**src/rtl/phtc_pkg.sv**
```systemverilog
// Package: shared constants, codes and the queued item type of the host traffic table.
`timescale 1ns / 1ps
package phtc_pkg;
  localparam int BUCKETS = 256;
  localparam int WAYS_DEFAULT = 4;
  localparam int COUNT_WIDTH_DEFAULT = 64;

  localparam logic OP_ACCOUNT = 1'b0;
  localparam logic OP_READ = 1'b1;

  typedef struct packed {
    logic        operation;
    logic [31:0] src_addr;
    logic [31:0] dst_addr;
    logic [15:0] frame_length;
    logic [9:0]  slot_index;
    logic [9:0]  rd_quot;
    logic        oor;
  } item_t;
endpackage

```
**src/rtl/phtc_front.sv**
```systemverilog
// Front end: accepts items, derives a read slot index's bucket and range flag, queues them.
`timescale 1ns / 1ps
module phtc_front #(
  parameter int WAYS = phtc_pkg::WAYS_DEFAULT
) (
  input  logic                clk,
  input  logic                rst,
  input  logic                push,
  output logic                full,
  input  logic                operation,
  input  logic [31:0]         src_addr,
  input  logic [31:0]         dst_addr,
  input  logic [15:0]         frame_length,
  input  logic [9:0]          slot_index,
  input  logic                hold,
  output logic                q_valid,
  output phtc_pkg::item_t     q_item,
  input  logic                q_pop
);
  localparam int RECIP_SH = 24;
  localparam int RECIP = ((1 << RECIP_SH) + WAYS - 1) / WAYS;
  localparam int TOTAL = phtc_pkg::BUCKETS * WAYS;

  phtc_pkg::item_t fifo [2];
  logic       wr_ptr;
  logic       rd_ptr;
  logic [1:0] count;
  logic       accept;
  logic [35:0] prod;
  phtc_pkg::item_t item;

  assign full = (count == 2'd2) || hold;
  assign accept = push && !full;
  assign q_valid = (count != 2'd0);
  assign q_item = fifo[rd_ptr];

  always_comb begin
    prod = 36'(slot_index) * 36'(RECIP);
    item.operation = operation;
    item.src_addr = src_addr;
    item.dst_addr = dst_addr;
    item.frame_length = frame_length;
    item.slot_index = slot_index;
    item.rd_quot = prod[RECIP_SH +: 10];
    item.oor = (32'(slot_index) >= TOTAL);
  end

  always_ff @(posedge clk) begin
    if (accept) begin
      fifo[wr_ptr] <= item;
    end
  end

  always_ff @(posedge clk) begin
    if (rst) begin
      wr_ptr <= 1'b0;
      rd_ptr <= 1'b0;
      count <= 2'd0;
    end else begin
      if (accept) begin
        wr_ptr <= !wr_ptr;
      end
      if (q_pop && q_valid) begin
        rd_ptr <= !rd_ptr;
      end
      count <= count + 2'(accept) - 2'(q_pop && q_valid);
    end
  end
endmodule

```
**config.mk**
```make
export PLATFORM = sky130hd
export DESIGN_NAME = phtc_front
export DESIGN_NICKNAME = d
export VERILOG_FILES = /design/src/rtl/phtc_pkg.sv /design/src/rtl/phtc_front.sv
export SDC_FILE = /design/constraint.sdc
export NUM_CORES = 1
export LEC_CHECK = 0
export BUFFER_PORTS_ARGS = -buffer_cell sky130_fd_sc_hd__buf_2
export CAP_MARGIN = 20
export CORE_AREA = 2 2 160 162
export CTS_CLUSTER_SIZE = 8
export DETAILED_ROUTE_END_ITERATION = 12
export DIE_AREA = 0 0 162 164
export PLACE_DENSITY_LB_ADDON = 0.25
export SYNTH_ARGS = -nofsm -noshare
export SYNTH_HDL_FRONTEND = slang
export SYNTH_SLANG_ARGS = --single-unit
```
**constraint.sdc**
```tcl
create_clock -name clk -period 4.65 [get_ports clk]
set_input_delay 0.465 -clock clk [delete_from_list [all_inputs] [get_ports clk]]
set_output_delay 0.465 -clock clk [all_outputs]
set_load 0.005 [all_outputs]
```
==> impl_metrics.yaml, run 1 <==
yosys:
  synth_seq_cells: 187
  syn_inst: 322
  synth_area_mm2: 0.00735
  synth_warnings: 0
  synth_top_family_by_area: "multiplexers"
  muxShareOfSynthArea_pct: 18.7
  synth-adder-area-share_pct: 0.340
  yosys.area_share.simple_pct: 1.02
  synth_cell_types: 21
  syn_avg_cell_area_um2: 22.8
  yosysSeqAreaShare_pct: 75.7
  synth_compound_area_share_pct: 0.102
  synth-xor-area-share_pct: 0.238
final_layout:
  seq_area_mm2: 0.00557
  drive_gt1_share_pct: 61.5
  finalNonFillerCells: 868
  multi_input_area_mm2: 0.00153
  stdcell_area_mm2: 0.00914
  antenna_cells: 0
  n_fill_cell: 2404
  syn_to_final_growth_pct: 24.3
  final_net_count: 623
sta:
  rsz0062_at_grt: "false"
  final_max_slew_viol_count: 0
  finalSetupViolCount: 0
  relSlewSlack_pct: 31.5
  min_period_ps: 2870
  tightest_slew_ps: 1030
  fmax_ghz: 0.349
  finalCritPeriodShare_pct: 61.7
  timing.final.hold_violations: 0
  fin_skew_ps: 10.8
  tns_ps: 0
pwr:
  total_power_uw: 4600
  power_density_mw_per_mm2: 503
  vdd_drop_max_uv: 240
  p_leak_uw: 0.00353
floorplan:
  initial_core_util_pct: 29.6
  io_pins: 200
  coreArea_mm2: 0.0248
  die_w_um: 162
  rows: 58
  dieArea_mm2: 0.0266
  die_h_um: 164
setup_path:
  arrival_ps: 2400
  start_kind: "flip-flop"
  path_class: "reg2out"
  worstSetupEndpointType: "output port"
  crit_path_max_fanout: 52
  reg2reg_from: "count[0]$_SDFF_PP0_"
  worstPathRequired_ps: 4180
routing:
  drc: 0
  post_drt_wl_per_cell_um: 15.6
  vias: 3571
  wl_um: 13500
  drt-initial-drc-count: 125
  routed_via_density: 4.11
  ant_nets: 0
  dr.pass1.iters: 4
global_routing:
  grt_use_total_pct: 10.3
  antenna_found_initial: 0
  grt_pass1_vias: 3842
  grt_max_degree: 56
  grt_pass1_wl_um: 20600
  grt-ovfl-total: 0
clock_network:
  ctsResizeCount: 0
  clock-sinks: 187
  tritoncts: "built"
  cts_root_buffer: "clkbuf_16"
  numCtsBuffers: 17
  insertion_delay_ps: 420
  htree_levels: 4
  clock_path_buffers: 2
  cts-hold-fix-buffers: 0
  clkSlewWorstSetupHoldPaths_ps: 70
  post_cts_buffers: 0
run_status:
  outcome: "completed"
placed_design:
  place.gp.congestion: 0.696
  place_area_mm2: 0.00858
  hpwl_um: 9210
  place_inst: 836
  port_buffers: 196
flow_run:
  maxCapViolations: 0
hold_path:
  min_from: "src_addr[1]"
  min_path_type: "in2reg"
[state kept, by name, summed over array words and instances, names as in the netlist, named ones only]
signal	count
fifo	182
wr_ptr	1
rd_ptr	1
count	2
[critical path, cell delays in order, from the launching register on]
cell,delay (ps)
dfxtp_4,980
buf_4,510
mux2_4,340
buf_2,130
[cells in the mapped netlist (all sizes together)]
cell type	instances	area [µm²]
xor2	1	8.76
inv	2	7.51
xnor2	1	8.76
or2b	1	7.51
nand2b	1	6.26
buf	21	274
nor2	7	26.3
or2	1	6.26
nor3	1	5.00
dfxtp	5	100
edfxtp	182	5470
mux2	92	1380
and2	1	6.26
conb	1	3.75
nand3b	1	11.3
nor2b	1	6.26
o21a	1	7.51
ha	2	25.0
[layout by cell type (no fill, tap or decap), types with 3 or more instances in the layout]
cell type	instances
dfxtp_1	4
inv_8	3
clkbuf_16	17
buf_4	5
clkinvlp_4	5
conb_1	3
buf_2	196
mux2_4	91
edfxtp_1	182
nor2_1	5
inv_6	3
[routing by layer]
metal / vias up / global-route usage, % / share of wire [%]
met5: - / 0 / 0
met4: 0 / 3.02 / 0.94
met3: 9 / 4.80 / 8.7
met2: 119 / 17.9 / 52
met1: 1798 / 11.2 / 38
li1: 1645 / - / -
[through the flow]
| step | utilization (%) | hold WS [ps] | worst slack, ps |
|---|---|---|---|
| CTS | 36.8 | 199 | 1640 |
| detailed placement | 34.6 | 525 | 2090 |
| finish | 36.8 | 225 | 1780 |
| global placement | 34.5 | 499 | 2050 |
| floorplan | - | 481 | -406 |
| global route | 36.8 | 200 | 1570 |
[report_power, final]
group          leakage, µW  internal [µW]  switching [µW]  total, µW
registers          0.00171           2010             137       2150
logic              0.00155            654             408       1060
clock network     0.000265            752             640       1390
total              0.00353           3420            1190       4600
[final timing paths]
| kind | to | cells past startpoint | slack, ps |
|---|---|---|---|
| worst max-delay path | q_item[6] | 3 | 1780 |
| worst min-delay path | fifo[1][67]$_DFFE_PP_ | 1 | 230 |
| worst max register to register | fifo[0][15]$_DFFE_PP_ | 4 | 2780 |
| worst min register to register | rd_ptr$_SDFFE_PP0P_ | 2 | 530 |
[final cells by class]
type,instances,share of cell area [%]
clock buffer,18,4.69
tap,330,4.52
clock inverter,14,1.51
timing repair buffer,203,11.6
inverter,2,0.0821
sequential,187,60.9
multi-input combinational,114,16.7
[kinds of logic (layout without fill, tap and decap cells)]
group	after synthesis	in the layout
compound gates	1	1
simple gates	14	14
mux	92	92
other cells	1	3
xor+xnor	2	2
buf+inv	23	237
fa+ha+maj	2	2
flops	187	187
No activity file was read; power rests on OpenSTA's default activity.
==> inputs of run 2 (changes only) <==
==> constraint.sdc (replaced) <==
create_clock -name clk -period 2.9 [get_ports clk]
set_input_delay 0.29 -clock clk [delete_from_list [all_inputs] [get_ports clk]]
set_output_delay 0.29 -clock clk [all_outputs]
set_load 0.005 [all_outputs]
==> run 2 against run 1 <==
Compared with the run above:
- core utilization up 0.14 points
- first-iteration DRC count up 21%
- clock power up 71%
- register-to-register slack worse by 1800 ps
- hold slack worse by 170 ps
- critical path depth unchanged
- flip-flop and latch count unchanged
- count of clock-buffer cells in the layout down 1
- sequential power up 57%
- critical path type unchanged
==> impl_metrics.yaml, run 2 (synthesized netlist as in run 1, its figures left out) <==
final_layout:
  top_register: "fifo"
  seq_area_mm2: 0.00557
  final_cell_mix: "buf_2, edfxtp_1, mux2_4"
  largest_reg_flops: 182
  stdcell_area_mm2: 0.00918
  final_net_count: 624
  multi_input_area_mm2: 0.00153
  top_regs: "fifo (182), count (2)"
  syn_to_final_growth_pct: 24.8
  n_fill_cell: 2397
  final_common_cell: "buf_2"
  drive_gt1_share_pct: 61.6
hold_path:
  hold_path_depth: 1
  worstHoldEndpoint: "fifo[0][78]$_DFFE_PP_"
  min_from: "src_addr[12]"
  min_path_type: "in2reg"
floorplan:
  dieArea_mm2: 0.0266
  initial_core_util_pct: 29.6
  coreArea_mm2: 0.0248
  die_h_um: 164
  rows: 58
  io_pins: 200
  die_w_um: 162
setup_path:
  r2r.worst_path.cells: 4
  worstPathRequired_ps: 2610
  worstSetupEndpointType: "output port"
  r2r-end: "fifo[1][60]$_DFFE_PP_"
  path_class: "reg2out"
  crit_path_max_fanout: 31
  arrival_ps: 2080
  reg2reg_from: "count[0]$_SDFF_PP0_"
  rrSetupSlack_ps: 1020
  start_kind: "flip-flop"
placed_design:
  hpwl_um: 9160
  place_area_mm2: 0.00857
  port_buffers: 196
  place.gp.congestion: 0.695
sta:
  tightest_slew_ps: 804
  min_period_ps: 2370
  rsz0062_at_grt: "false"
  relSlewSlack_pct: 46.4
  finalSetupViolCount: 0
  timing.final.hold_violations: 0
  fmax_ghz: 0.422
  fin_skew_ps: 8.40
  final_max_slew_viol_count: 0
  tns_ps: 0
  whs_ps: 57.1
  finalCritPeriodShare_pct: 81.6
clock_network:
  cts_root_buffer: "clkbuf_16"
  clock-sinks: 187
  tritoncts: "built"
  numCtsBuffers: 17
  ctsResizeCount: 0
  insertion_delay_ps: 420
  clock_path_buffers: 2
  clkSlewWorstSetupHoldPaths_ps: 70
  cts-hold-fix-buffers: 0
  htree_levels: 4
  post_cts_buffers: 0
global_routing:
  grt_use_total_pct: 10.2
  grt_pass1_wl_um: 20200
  antenna_found_initial: 3
  grt_pass1_vias: 3629
  grt_max_degree: 56
  grt-ovfl-total: 0
flow_run:
  maxCapViolations: 0
routing:
  ant_nets: 0
  drc: 0
  met1_length_um: 5490
  routed-wl-met2_um: 7080
  wl_um: 13600
  drt-initial-drc-count: 151
  routed_via_density: 4.02
  dr.pass1.iters: 4
  vias: 3504
  top_layer: "met4"
  met3_wirelength_um: 875
  post_drt_wl_per_cell_um: 15.6
pwr:
  vdd_drop_max_uv: 306
  power_density_mw_per_mm2: 819
  p_leak_uw: 0.00356
run_status:
  outcome: "completed"
-- run 2: cell count changes in the layout (fill, tap and decap cells not counted), sizes merged --
cell      delta
clkinvlp     -5
inv          +3
clkinv       +2
diode        +2
buf          +1
bufinv       +1
clkbuf       -1
-- run 2: cell type report --
| class | count | area share, % |
|---|---|---|
| Timing Repair Buffer | 204 | 11.5 |
| Antenna cell | 2 | 0.0545 |
| Inverter | 2 | 0.0818 |
| Clock inverter | 15 | 1.91 |
| Multi-Input combinational cell | 114 | 16.7 |
| Sequential cell | 187 | 60.7 |
| Tap cell | 330 | 4.50 |
| Clock buffer | 17 | 4.64 |
-- run 2: worst max-delay path by stage --
stage / cells after the start / from / endpoint / slack (ps)
floorplan: 3 / count[0]$_SDFF_PP0_ / fifo[0][10]$_DFFE_PP_ / -520
global placement: 3 / flip-flop / q_item[36] / 960
detailed placement: 3 / flip-flop / q_item[31] / 920
CTS: 3 / flip-flop / q_item[31] / 460
global route: 3 / flip-flop / q_item[31] / 400
finish: 3 / flip-flop / q_item[31] / 530
-- run 2: where the power goes --
group	switching, µW	internal, µW	leakage (µW)
Clock	1060	1310	0.000298
Sequential	160	3220	0.00171
Combinational	712	1050	0.00155
-- run 2: worst max-delay path, cell delays in order, from the launching register on --
cell and delay (ps):
dfxtp_4 740, buf_4 430, mux2_4 330, buf_2 130
-- run 2: through the flow --
| stage | instances | setup WS (ps) | power [µW] | util (%) |
|---|---|---|---|---|
| detailed placement | 837 | 925 | 5260 | 34.5 |
| CTS | 869 | 456 | 7680 | 37.0 |
| finish | 871 | 532 | 7520 | 37.0 |
| floorplan | 324 | -521 | 4790 | - |
| global placement | 837 | 957 | 5230 | 34.5 |
| global route | 869 | 399 | 7910 | 37.0 |
-- run 2: per-layer routing --
layer  track usage [%]  vias to the layer above
met3              3.59                        7
li1                  -                     1658
met2              17.7                      110
met5                 0                        -
met1              11.9                     1729
met4              3.38                        0
==> inputs of run 3 (changes only) <==
--- a/config.mk
+++ b/config.mk
@@ -5,6 +5,7 @@
 export SDC_FILE = /design/constraint.sdc
 export NUM_CORES = 1
 export LEC_CHECK = 0
+export ABC_AREA = 1
 export BUFFER_PORTS_ARGS = -buffer_cell sky130_fd_sc_hd__buf_2
 export CAP_MARGIN = 20
 export CORE_AREA = 2 2 160 162
==> constraint.sdc (replaced) <==
create_clock -name clk -period 2.1 [get_ports clk]
set_input_delay 0.21 -clock clk [delete_from_list [all_inputs] [get_ports clk]]
set_output_delay 0.21 -clock clk [all_outputs]
set_load 0.005 [all_outputs]
==> run 3 against run 2 <==
Compared with the run above:
- first-iteration DRC count is 15% higher
- design area is 10% higher
- flip-flop and latch count stayed put
- sequential power is 34% higher
- cell count is 12% higher
- non-clock buffer count is 91 higher
- die area stayed put
- critical path depth stayed put
- wire length is 7.2% higher
==> impl_metrics.yaml, run 3 <==
yosys:
  synth_common_cells: "edfxtp_1, mux2_4, buf_4, inv_1"
  synthTopCellsByArea: "edfxtp_1, mux2_4, buf_12"
  syn_avg_cell_area_um2: 22.0
  postSynth.asyncResetShare_pct: 0
  synth_area_mm2: 0.00737
  synth_cell_types: 16
  yosysTopAreaCell: "edfxtp_1"
  synth_seq_cells: 187
  synth_most_common_cell: "edfxtp_1"
  syn_inst: 335
  synth_top_cell_area_share_pct: 74.2
  synth_edf_count: 182
  synthFlopType: "edfxtp_1"
  synth_warnings: 0
  yosysSeqAreaShare_pct: 75.6
run_status:
  outcome: "completed"
setup_path:
  reg2reg_from: "count[0]$_SDFF_PP0_"
  start_kind: "flip-flop"
  slowest_delay_ps: 530
  slowest_stage: "dfxtp_4"
  crit_chain: "buf_12 > mux2_4 > buf_2"
  arrival_ps: 1760
  crit_path_max_fanout: 31
  path_class: "reg2out"
  worstPathRequired_ps: 1890
  worstSetupEndpointType: "output port"
sta:
  rsz0062_at_grt: "false"
  fmax_ghz: 0.509
  timing.final.hold_violations: 0
  final_max_slew_viol_count: 0
  finalSetupViolCount: 0
  finalCritPeriodShare_pct: 93.6
  fin_skew_ps: 9.88
  min_period_ps: 1970
placed_design:
  place_inst: 849
  port_buffers: 196
  hpwl_um: 9190
  place.gp.congestion: 0.680
final_layout:
  top_register: "fifo"
  finalNonFillerCells: 973
  final_net_count: 728
  final_common_cell: "buf_2"
  top_regs: "fifo (182), count (2)"
  largest_reg_flops: 182
  final_cell_mix: "buf_2, edfxtp_1, dlygate4sd3_1"
  final_util_pct: 40.7
  drive_gt1_share_pct: 51.3
  antenna_cells: 0
  syn_to_final_growth_pct: 37.2
flow_run:
  maxCapViolations: 0
clock_network:
  cts-hold-fix-buffers: 92
  cts_root_buffer: "clkbuf_16"
  ctsResizeCount: 0
  clkSlewWorstSetupHoldPaths_ps: 70
  tritoncts: "built"
  clock_path_buffers: 2
  post_cts_buffers: 0
  htree_levels: 4
  numCtsBuffers: 17
  clock-sinks: 187
  insertion_delay_ps: 420
pwr:
  power_density_mw_per_mm2: 960
  total_power_uw: 9710
  vdd_drop_max_uv: 521
  p_leak_uw: 0.00395
global_routing:
  antenna_found_initial: 0
  grt_max_degree: 66
  grt_pass1_wl_um: 22200
  grt_use_total_pct: 11.0
  grt-ovfl-total: 0
  grt_pass1_vias: 4338
floorplan:
  dieArea_mm2: 0.0266
  coreArea_mm2: 0.0248
  die_w_um: 162
  io_pins: 200
  rows: 58
  die_h_um: 164
  initial_core_util_pct: 29.7
routing:
  ant_nets: 0
  wl_um: 14600
  routed_via_density: 4.02
  dr.pass1.iters: 4
  drc: 0
  drt-initial-drc-count: 173
  vias: 3912
  post_drt_wl_per_cell_um: 15.0
hold_path:
  min_path_type: "in2reg"
  min_from: "q_pop"
## run 3: worst paths after layout
kind,endpoint,slack (ps),cells after the start
setup reg to reg,count[1]$_SDFF_PP0_,550,10
hold / removal,flip-flop,110,4
setup / recovery,q_item[36],130,3
hold reg to reg,rd_ptr$_SDFFE_PP0P_,540,2
## run 3: critical path, delay by kind of cell, from the launching register on
kind	cells	cell delay [ps]
buf+inv	2	410
mux	1	340
flops	1	530
## run 3: stage by stage
step | setup slack, ps | area [µm²] | hold slack [ps] | TNS [ps]
2_1_floorplan | -223 | 7400 | 274 | -38720
3_3_place_gp | 584 | 8640 | 377 | 0
3_5_place_dp | 559 | 8640 | 386 | 0
4_1_cts | 104 | 10100 | 92.8 | 0
5_1_grt | 48.1 | 10100 | 132 | 0
6_report | 135 | 10100 | 115 | 0
## run 3: layer usage
metal  vias to the layer above  routed length, µm  GRT usage [%]
li1                       1868                  -              -
met1                      1912               5970           12.3
met2                       124               7580           19.9
met3                         8                884           3.59
met4                         0                127           3.34
met5                         -                  0              0
## run 3: power breakdown
group          switching [µW]  leakage [µW]  internal, µW
clock                    1440      0.000267          1560
sequential                121       0.00171          4410
combinational             913       0.00197          1270
## run 3: layout make-up
class,count,area (µm²)
clock buffer,20,437
clock inverter,12,110
fill,2291,14700
inverter,11,45.0
multi-input combinational,118,1520
sequential,187,5570
tap,330,413
timing repair buffer,295,2020
## run 3: kinds of logic after synthesis
logic type	count (synthesis)	share of synthesized area (%)
DFF	187	75.6
adders and majority gates	2	0.340
AOI/OAI and AO/OA	2	0.170
buffers and inverters	32	4.28
and+or+nand+nor	20	1.10
other	1	0.0509
muxes	91	18.5
